`config.mk`:
```
export PLATFORM = sky130hd
export DESIGN_NAME = websocket_frame_deframer_unmask_unit
export DESIGN_NICKNAME = d
export VERILOG_FILES = /design/src/rtl/wsdf_pkg.sv /design/src/rtl/wsdf_in_stage.sv /design/src/rtl/wsdf_parser.sv /design/src/rtl/websocket_frame_deframer_unmask_unit.sv
export SDC_FILE = /design/constraint.sdc
export NUM_CORES = 1
export LEC_CHECK = 0
export BUFFER_PORTS_ARGS = -buffer_cell sky130_fd_sc_hd__buf_2
export CORE_MARGIN = 8
export CORE_UTILIZATION = 45
export DETAILED_ROUTE_END_ITERATION = 16
export HOLD_SLACK_MARGIN = 0.08
export PLACE_DENSITY = 0.61
export SLEW_MARGIN = 20
export SYNTH_ARGS = -nofsm -noshare
export SYNTH_HDL_FRONTEND = slang
export SYNTH_SLANG_ARGS = --single-unit
```
`constraint.sdc`:
```
create_clock -name clk -period 4 [get_ports clk]
set_clock_uncertainty 0.05 [all_clocks]
set_input_delay 0.2 -clock clk [delete_from_list [all_inputs] [get_ports clk]]
set_output_delay 0.2 -clock clk [all_outputs]
set_load 0.02 [all_outputs]
```
`src/rtl/wsdf_pkg.sv`:
```
// Shared types and codes of the WebSocket deframer/unmasker.
// No dependencies.
`default_nettype none

package wsdf_pkg;

  // result kinds
  localparam logic [1:0] KIND_DATA  = 2'd0;
  localparam logic [1:0] KIND_EMPTY = 2'd1;
  localparam logic [1:0] KIND_ERR   = 2'd2;

  // RFC 6455 opcodes accepted by the parser
  localparam logic [3:0] OP_CONT  = 4'h0;
  localparam logic [3:0] OP_TEXT  = 4'h1;
  localparam logic [3:0] OP_BIN   = 4'h2;
  localparam logic [3:0] OP_CLOSE = 4'h8;
  localparam logic [3:0] OP_PING  = 4'h9;
  localparam logic [3:0] OP_PONG  = 4'hA;

  // length codes of header byte 1
  localparam logic [6:0] LEN_EXT16 = 7'd126;
  localparam logic [6:0] LEN_EXT64 = 7'd127;

  // one result item
  typedef struct packed {
    logic [1:0] kind;
    logic [7:0] out_byte;
    logic [3:0] frame_opcode;
    logic       frame_end;
  } result_t;

  function automatic logic opcode_ok(input logic [3:0] op);
    return (op == OP_CONT) || (op == OP_TEXT) || (op == OP_BIN) ||
           (op == OP_CLOSE) || (op == OP_PING) || (op == OP_PONG);
  endfunction

endpackage

`default_nettype wire

```
`src/rtl/wsdf_in_stage.sv`:
```
// Input register of the deframer: holds one received byte until the parser takes it.
// No package dependencies.
`default_nettype none

module wsdf_in_stage (
  input  wire logic       clk,
  input  wire logic       rst,
  input  wire logic       s_tvalid,
  output logic            s_tready,
  input  wire logic [7:0] s_byte,
  input  wire logic       advance,
  output logic            in_valid,
  output logic [7:0]      in_byte
);

  // free when empty or when the held byte moves on this cycle
  assign s_tready = !in_valid || advance;

  always_ff @(posedge clk) begin
    if (rst) begin
      in_valid <= 1'b0;
    end else if (s_tready) begin
      in_valid <= s_tvalid;
    end
  end

  always_ff @(posedge clk) begin
    if (s_tready && s_tvalid) begin
      in_byte <= s_byte;
    end
  end

endmodule

`default_nettype wire

```
`src/rtl/wsdf_parser.sv`:
```
// Header parser, unmasker and result register of the WebSocket deframer.
// Uses wsdf_pkg for result_t, kind codes, opcodes and length codes.
`default_nettype none

module wsdf_parser (
  input  wire logic       clk,
  input  wire logic       rst,
  input  wire logic       in_valid,
  input  wire logic [7:0] in_byte,
  output logic            advance,
  input  wire logic       out_ready,
  output logic            out_valid,
  output wsdf_pkg::result_t result
);

  typedef enum logic [2:0] {
    PH_HDR0  = 3'd0,
    PH_HDR1  = 3'd1,
    PH_EXTHI = 3'd2,
    PH_EXTLO = 3'd3,
    PH_MASK  = 3'd4,
    PH_DATA  = 3'd5
  } phase_t;

  phase_t      phase, phase_next;
  logic [3:0]  cur_opcode, cur_opcode_next;
  logic        is_masked, is_masked_next;
  logic [7:0]  ext_len_hi, ext_len_hi_next;
  logic [15:0] remaining, remaining_next;
  logic [31:0] mask_key, mask_key_next;
  logic [1:0]  byte_pos, byte_pos_next;

  logic              emit;
  wsdf_pkg::result_t res_next;

  logic [6:0]  len_code;
  logic [15:0] len_val;
  logic [15:0] rem_dec;
  logic [7:0]  key_byte;

  // byte moves on when the result slot is free or is drained this cycle
  assign advance = in_valid && (!out_valid || out_ready);

  assign len_code = in_byte[6:0];
  assign rem_dec  = remaining - 16'd1;

  // mask key byte for the current payload position, first key byte on top
  always_comb begin
    unique case (byte_pos)
      2'd0:    key_byte = mask_key[31:24];
      2'd1:    key_byte = mask_key[23:16];
      2'd2:    key_byte = mask_key[15:8];
      default: key_byte = mask_key[7:0];
    endcase
  end

  // next state and result for the byte at the parser input
  always_comb begin
    phase_next      = phase;
    cur_opcode_next = cur_opcode;
    is_masked_next  = is_masked;
    ext_len_hi_next = ext_len_hi;
    remaining_next  = remaining;
    mask_key_next   = mask_key;
    byte_pos_next   = byte_pos;
    emit            = 1'b0;
    len_val         = 16'd0;
    res_next        = '{kind: wsdf_pkg::KIND_DATA, out_byte: 8'd0,
                        frame_opcode: cur_opcode, frame_end: 1'b1};

    unique case (phase)
      PH_HDR1: begin
        is_masked_next = in_byte[7];
        if (len_code == wsdf_pkg::LEN_EXT64) begin
          phase_next    = PH_HDR0;
          emit          = 1'b1;
          res_next.kind = wsdf_pkg::KIND_ERR;
        end else if (len_code == wsdf_pkg::LEN_EXT16) begin
          phase_next = PH_EXTHI;
        end else begin
          len_val        = {9'd0, len_code};
          remaining_next = len_val;
          byte_pos_next  = 2'd0;
          if (in_byte[7]) begin
            phase_next = PH_MASK;
          end else if (len_val == 16'd0) begin
            phase_next    = PH_HDR0;
            emit          = 1'b1;
            res_next.kind = wsdf_pkg::KIND_EMPTY;
          end else begin
            phase_next = PH_DATA;
          end
        end
      end

      PH_EXTHI: begin
        ext_len_hi_next = in_byte;
        phase_next      = PH_EXTLO;
      end

      PH_EXTLO: begin
        len_val        = {ext_len_hi, in_byte};
        remaining_next = len_val;
        byte_pos_next  = 2'd0;
        if (is_masked) begin
          phase_next = PH_MASK;
        end else if (len_val == 16'd0) begin
          phase_next    = PH_HDR0;
          emit          = 1'b1;
          res_next.kind = wsdf_pkg::KIND_EMPTY;
        end else begin
          phase_next = PH_DATA;
        end
      end

      PH_MASK: begin
        mask_key_next = {mask_key[23:0], in_byte};
        if (byte_pos == 2'd3) begin
          byte_pos_next = 2'd0;
          if (remaining == 16'd0) begin
            phase_next    = PH_HDR0;
            emit          = 1'b1;
            res_next.kind = wsdf_pkg::KIND_EMPTY;
          end else begin
            phase_next = PH_DATA;
          end
        end else begin
          byte_pos_next = byte_pos + 2'd1;
        end
      end

      PH_DATA: begin
        emit               = 1'b1;
        res_next.out_byte  = is_masked ? (in_byte ^ key_byte) : in_byte;
        remaining_next     = rem_dec;
        res_next.frame_end = (rem_dec == 16'd0);
        if (rem_dec == 16'd0) begin
          phase_next    = PH_HDR0;
          byte_pos_next = 2'd0;
        end else begin
          byte_pos_next = byte_pos + 2'd1;
        end
      end

      // header byte 0; unreachable codes behave the same
      default: begin
        if (wsdf_pkg::opcode_ok(in_byte[3:0])) begin
          cur_opcode_next = in_byte[3:0];
          phase_next      = PH_HDR1;
        end else begin
          phase_next            = PH_HDR0;
          emit                  = 1'b1;
          res_next.kind         = wsdf_pkg::KIND_ERR;
          res_next.frame_opcode = in_byte[3:0];
        end
      end
    endcase
  end

  // parser state
  always_ff @(posedge clk) begin
    if (rst) begin
      phase      <= PH_HDR0;
      cur_opcode <= 4'd0;
      is_masked  <= 1'b0;
      ext_len_hi <= 8'd0;
      remaining  <= 16'd0;
      mask_key   <= 32'd0;
      byte_pos   <= 2'd0;
    end else if (advance) begin
      phase      <= phase_next;
      cur_opcode <= cur_opcode_next;
      is_masked  <= is_masked_next;
      ext_len_hi <= ext_len_hi_next;
      remaining  <= remaining_next;
      mask_key   <= mask_key_next;
      byte_pos   <= byte_pos_next;
    end
  end

  // result register
  always_ff @(posedge clk) begin
    if (rst) begin
      out_valid <= 1'b0;
    end else if (advance) begin
      out_valid <= emit;
    end else if (out_ready) begin
      out_valid <= 1'b0;
    end
  end

  always_ff @(posedge clk) begin
    if (advance && emit) begin
      result <= res_next;
    end
  end

endmodule

`default_nettype wire

```
`src/rtl/websocket_frame_deframer_unmask_unit.sv`:
```
// Channel   | tdata bits                          | tuser     | tlast
// s_axis    | [7:0] in_byte                       | -         | -
// m_axis    | [7:0] out_byte, [11:8] frame_opcode | [1:0] kind| frame_end
//
// Takes one byte per cycle while m_tready low holds no result; a result passes
// through the input register, then parser logic, into the result register.
// Header bytes and mask key bytes give no result, except an error or an empty-frame end.
// rst is synchronous and clears both stage valids and the parser state.
// m_tready low holds the result; s_tready drops only when both stages are full
// and m_tready is low.
// Top level of the WebSocket deframer; uses wsdf_pkg, wsdf_in_stage, wsdf_parser.
`default_nettype none

module websocket_frame_deframer_unmask_unit (
  input  wire logic        clk,
  input  wire logic        rst,
  input  wire logic        s_tvalid,
  output logic             s_tready,
  input  wire logic [7:0]  s_tdata,   // [7:0] in_byte
  output logic             m_tvalid,
  input  wire logic        m_tready,
  output logic [15:0]      m_tdata,   // [7:0] out_byte, [11:8] frame_opcode, rest zero
  output logic [1:0]       m_tuser,   // [1:0] kind
  output logic             m_tlast    // frame_end
);

  logic              advance;
  logic              in_valid;
  logic [7:0]        in_byte;
  wsdf_pkg::result_t result;

  wsdf_in_stage u_in (
    .clk      (clk),
    .rst      (rst),
    .s_tvalid (s_tvalid),
    .s_tready (s_tready),
    .s_byte   (s_tdata),
    .advance  (advance),
    .in_valid (in_valid),
    .in_byte  (in_byte)
  );

  wsdf_parser u_parser (
    .clk       (clk),
    .rst       (rst),
    .in_valid  (in_valid),
    .in_byte   (in_byte),
    .advance   (advance),
    .out_ready (m_tready),
    .out_valid (m_tvalid),
    .result    (result)
  );

  // pack result fields onto the master side
  assign m_tdata = {4'd0, result.frame_opcode, result.out_byte};
  assign m_tuser = result.kind;
  assign m_tlast = result.frame_end;

endmodule

`default_nettype wire

```
After elaboration in Yosys (flattened, before gate mapping)
Cells that the tools add are included.
Widths: inputs -> output; s select.
- register bits after elaboration: 91
- output and inout port bits: 21
- logic and storage cells: 112
- add/sub/neg operators: 2
- eq/ne operators: 19
- multiplexer cells: 45
- bitwise gates (word level): 2
- reduce and logical (&&, ||, !) cells: 30
- operators by type and width (cell ; count):
    $logic_not 16->1 ; 3
    $pmux 16 s3 ; 1
    $mux 16 ; 2
    $mux 3 ; 9
    $pmux 8 s3 ; 1
    $mux 2 ; 10
    $pmux 2 s4 ; 2
    $sub 16x1->16 const B ; 1
    $mux 1 ; 15
    $pmux 3 s5 ; 1
    $eq 7x7->1 const B ; 2
    $eq 4x4->1 const B ; 3
    $mux 4 ; 2
    $mux 8 ; 1
    $reduce_and 4->1 ; 2
    $xor 8x8->8 ; 1
    $logic_not 7->1 ; 1
    $logic_or 1x1->1 ; 7
    $eq 3x2->1 const B ; 2
    $eq 3x3->1 const B ; 2
    $reduce_and 2->1 ; 3
    $reduce_and 3->1 ; 2
    $pmux 1 s5 ; 1
    $reduce_or 5->1 ; 1
    17 further kinds ; 23

Longest topological paths before layout
- depth in word-level cells: 9
- depth in mapped cells: 8

Hierarchy
A second synthesis with hierarchy kept.
- cells, all modules: 494
- area, all modules: 4550.6 um^2
- by module, submodules not included (module ; instances ; cells an instance ; area an instance (um^2)):
    wsdf_parser ; 1 ; 476 ; 4221.5
    wsdf_in_stage ; 1 ; 13 ; 295.3
    websocket_frame_deframer_unmask_unit ; 1 ; 5 ; 33.8

Least setup slack after synthesis
No wires, ideal clock.
- path type: register to register
- from: register u_parser.remaining[0]
- to: register u_parser.result[0] (netlist name)
- data arrival time: 2.365 ns
- data required time: 3.591 ns
- setup slack: 1.226 ns
- cell stages (with the launch flop): 9
- buffers on the path: 0
- clock period less this slack: 2.774 ns
- cell sequence: dfxtp_1 > inv_1 > ha_1 > or3b_1 > nor4_2 > and4_1 > a221oi_1 > a311o_1 > inv_1
- word-level cells in the longest chain between the ends: 5
- RTL lines (item ; RTL line ; text):
    from (decl) ; wsdf_parser.sv:29 ; logic [15:0] remaining, remaining_next;
    from (signal assigned) ; wsdf_parser.sv:175 ; remaining <= remaining_next;
    $logic_not 16->1 ; wsdf_parser.sv:120 ; if (remaining == 16'd0) begin
    $mux 1 ; wsdf_parser.sv:120 ;
    $mux 1 ; wsdf_parser.sv:118 ; if (byte_pos == 2'd3) begin
    $pmux 1 s5 ; wsdf_parser.sv:71 ; unique case (phase)
    $logic_and 1x1->1 ; wsdf_parser.sv:193 ; if (advance && emit) begin
No other way between the ends.
A chain may end at the register's enable or synchronous reset.

Final worst setup path
- from: register u_parser.remaining[0]
- to: register u_parser.result[2] (netlist name)
- word-level cells in the longest chain between the ends: 5
- RTL lines (item ; RTL line):
    $logic_not 16->1 ; wsdf_parser.sv:120
    $mux 1 ; wsdf_parser.sv:120
    $mux 1 ; wsdf_parser.sv:118
    $pmux 1 s5 ; wsdf_parser.sv:71
    $logic_and 1x1->1 ; wsdf_parser.sv:193
No other way between the ends.

==> results by group <==
Floorplan
  • Die W: about 120 um
  • Starting Density: between 40% and 50%
  • I/O pins: 33
  • Die span in y: 117 um
  • Die Area: around 14000 um2
  • Row Count: 37
  • Core ar.: ~10000 um2

Power
  • VDD IR-drop max: between 0.2 and 0.25 mV
  • NetSw: about 470 uW
  • Internal power: 1.25 mW
  • Logic pwr share: about 7.5%
  • Pleak: between 1.5 and 2 nW
  • Switching portion of total power: 27.4%
  • Clk pwr share: between 30 and 40%
  • Power density over the cells: 345 nW/um2
  • Register share of total power: 57.0%

Timing
  • Hold Vio Cnt, Final: 0
  • Final WS setup: between 0.7 and 0.8 ns
  • Worst-margin pin slew: between 1 and 1.5 ns
  • Crit path time final: approximately 3.2 ns
  • FMAX: between 300 and 400 MHz
  • Setup Viol. Count Final: 0
  • RSZ-0062 raised after global routing: no
  • Slew Limit Fails: 0
  • Fin Setup TNS: 0 ns
  • Slew Limit Headroom: between 20% and 30%
  • Period Utilization, post-route: slightly above 80%

Final layout
  • Most common cell after layout, fill and taps aside: nand2_1
  • Most frequent cells in the layout: nand2_1, dfxtp_1, a21oi_1
  • Fillers: 966
  • Synth-to-Final Area Change: 8.44%
  • Nets: ~570
  • Share of cells above drive strength 1: 11.6%
  • Number of diodes: 0

Worst setup path
  • Critical Path Slowest Stage Cell: or3b_1
  • Cell mode on critical path: inv_1
  • Crit path required time: 3.97 ns
  • CP endpoint kind: flop
  • Largest stage delay, worst path: roughly 0.50 ns
  • WP data arrival: about 3.2 ns
  • CP max FO: 15
  • Critical path cell sequence: inv_1, ha_1, or3b_1, nor4_2, and4_1, a221oi_1, a311o_1, inv_1
  • Critical Path Source Type: flop
  • WS Path Type: flop to flop

Yosys
  • Library cells used by synthesis: between 60 and 70
  • Post-synth top area share: between 20% and 30%
  • Post-synth EDFFs: 23
  • Synth Flop Type: dfxtp_1
  • Sequential element share of the synthesized area: between 40 and 50%
  • Mapped Avg Cell Area: about 8.4 um2
  • #FFs+latches synth: 91
  • Post-Syn Instances: around 550
  • Ys Warns: 0
  • Cell taking the most area after synthesis: dfxtp_1
  • Ys async rst share: 0%
  • Synthesized area: between 4000 and 5000 um2
  • Leading post-synthesis cells by cell area: dfxtp_1, edfxtp_1, nand2_1, a21oi_1, nor2_1

Placed design
  • Final HPWL DP: around 7.7 mm
  • Gp weighted congestion: 0.882
  • # port buffers: 28
  • DP Worst Slack: 0.778 ns

CTS
  • Clock Tree Root: clkbuf_8
  • CTS tree: yes
  • Post-cts hold buffer count: 10
  • Setup Fix Bufs, Post-CTS: 0
  • CTS Buffer Depth: 2
  • Number of gates resized after cts: 0
  • Clk slew on worst S/H paths: roughly 0.10 ns
  • CTS buffer count: 9
  • CTS H-tree lvls: 3
  • Skew-Pair Late Insertion Delay: 0.38 ns
  • Clock sinks: roughly 90

Global route
  • Overflow after GRT: 0
  • First-pass GRT wire length: about 19 mm
  • Largest net degree at the start of global routing: between 40 and 50
  • Vias in the first global route: ~3600
  • Initial antenna violation count: 0
  • Tot GR Track Use: roughly 17%

Routing
  • DRC viols: 0
  • DRT Pass-1 Iters: 5
  • Final wirelength: 11.4 mm
  • Post-DRT Antenna Nets: 0
  • Routed wire per std cell: about 16 um
  • Drt initial violations: between 300 and 400
  • Post-DR vias/cell: roughly 5.6
  • Vias: about 4000

Worst hold path
  • HP Class: input pin to flop

Job
  • Max-cap violations: 0

Status
  • Status: finished clean
-- sequential cells by signal, indices dropped and copies added (netlist names) --
register	flops
u_in.in_byte	8
u_parser.ext_len_hi	8
u_parser.phase	3
u_parser.out_valid	1
u_parser.is_masked	1
u_parser.byte_pos	2
u_parser.cur_opcode	4
u_in.in_valid	1
u_parser.remaining	16
u_parser.mask_key	32
u_parser.result	15
-- final timing paths --
| path | start | endpoint | slack, ns | cells past startpoint |
|---|---|---|---|---|
| worst min-delay path | rst | u_parser.ext_len_hi[7] | 0.26 | 2 |
| worst max-delay path | u_parser.remaining[0] | u_parser.result[2] | 0.78 | 8 |
| worst min register to register | u_parser.cur_opcode[2] | u_parser.cur_opcode[2] | 0.40 | 2 |
| worst max register to register | u_parser.remaining[0] | u_parser.result[2] | 0.78 | 8 |
-- worst max-delay path, delay by kind of cell, from the launching register on --
kind | cells | cell delay [ns]
buffers and inverters | 2 | 0.54
adder cells (fa/ha/maj) | 1 | 0.26
AO/OA/AOI/OAI | 2 | 0.40
AND/OR/NAND/NOR | 3 | 1.25
flip-flops | 1 | 0.38
-- routing by layer --
metal | wire length [um] | track usage [%] | vias up
met1 | 5260 | 23.5 | 1850
met5 | 0 | 0 | -
met2 | 5230 | 27.2 | 123
met4 | 247 | 7.76 | 0
met3 | 652 | 2.62 | 20
li1 | - | - | 1929
-- layout make-up --
cell class	instances	area (um2)	area share, %
clock inverters	7	65.1	1.31
inverters	9	33.8	0.678
clock buffers	9	124	2.48
repair buffers	41	263	5.27
flip-flops and latches	91	2050	41.2
multi-input cells	403	2280	45.7
well taps	136	170	3.41
-- metrics by stage --
stage / hold slack, ns / instance area (um2) / util, % / total power [mW] / instances
floorplan: 0.249 / 4610 / - / 1.09 / 548
global placement: 0.329 / 4700 / 46.3 / 1.12 / 670
detailed placement: 0.328 / 4700 / 46.3 / 1.12 / 670
CTS: 0.258 / 4980 / 49.2 / 1.74 / 696
global route: 0.279 / 4980 / 49.2 / 1.79 / 696
finish: 0.261 / 4980 / 49.2 / 1.72 / 696
-- synth_stat cells, types with 3 or more instances --
cell type	count
and2_1	3
a21oi_1	55
nand3_1	12
nor2_1	54
buf_6	3
mux2i_1	11
xnor2_1	3
or3_1	4
clkbuf_1	32
a31oi_1	4
nand2b_1	4
ha_1	6
a22oi_1	7
xor2_1	12
a211oi_1	3
nor4_1	9
nor3_1	11
inv_1	9
o21ai_0	28
dfxtp_1	68
a222oi_1	8
edfxtp_1	23
buf_4	7
nand2_1	112
or4_1	3
-- power groups by stage --
stage | combinational [mW] | clock [mW] | sequential, mW
5_1_grt | 0.142 | 0.665 | 0.984
6_report | 0.128 | 0.611 | 0.981
3_3_place_gp | 0.121 | 0 | 1.00
4_1_cts | 0.128 | 0.629 | 0.981
3_5_place_dp | 0.120 | 0 | 1.00
2_1_floorplan | 0.0969 | 0 | 0.995
-- logic make-up (layout without fill, tap and decap cells) --
family	Yosys count	after routing	synth area share, %
muxes	13	13	2.97
xor gates and xnor gates	15	15	2.86
other	1	4	0.0816
adders and majority gates	6	6	1.63
and+or+nand+nor	236	236	24.2
DFF	91	91	44.6
AOI/OAI and AO/OA	129	129	17.5
buffers and inverters	54	66	6.12
(Power assumes the default switching activity.)
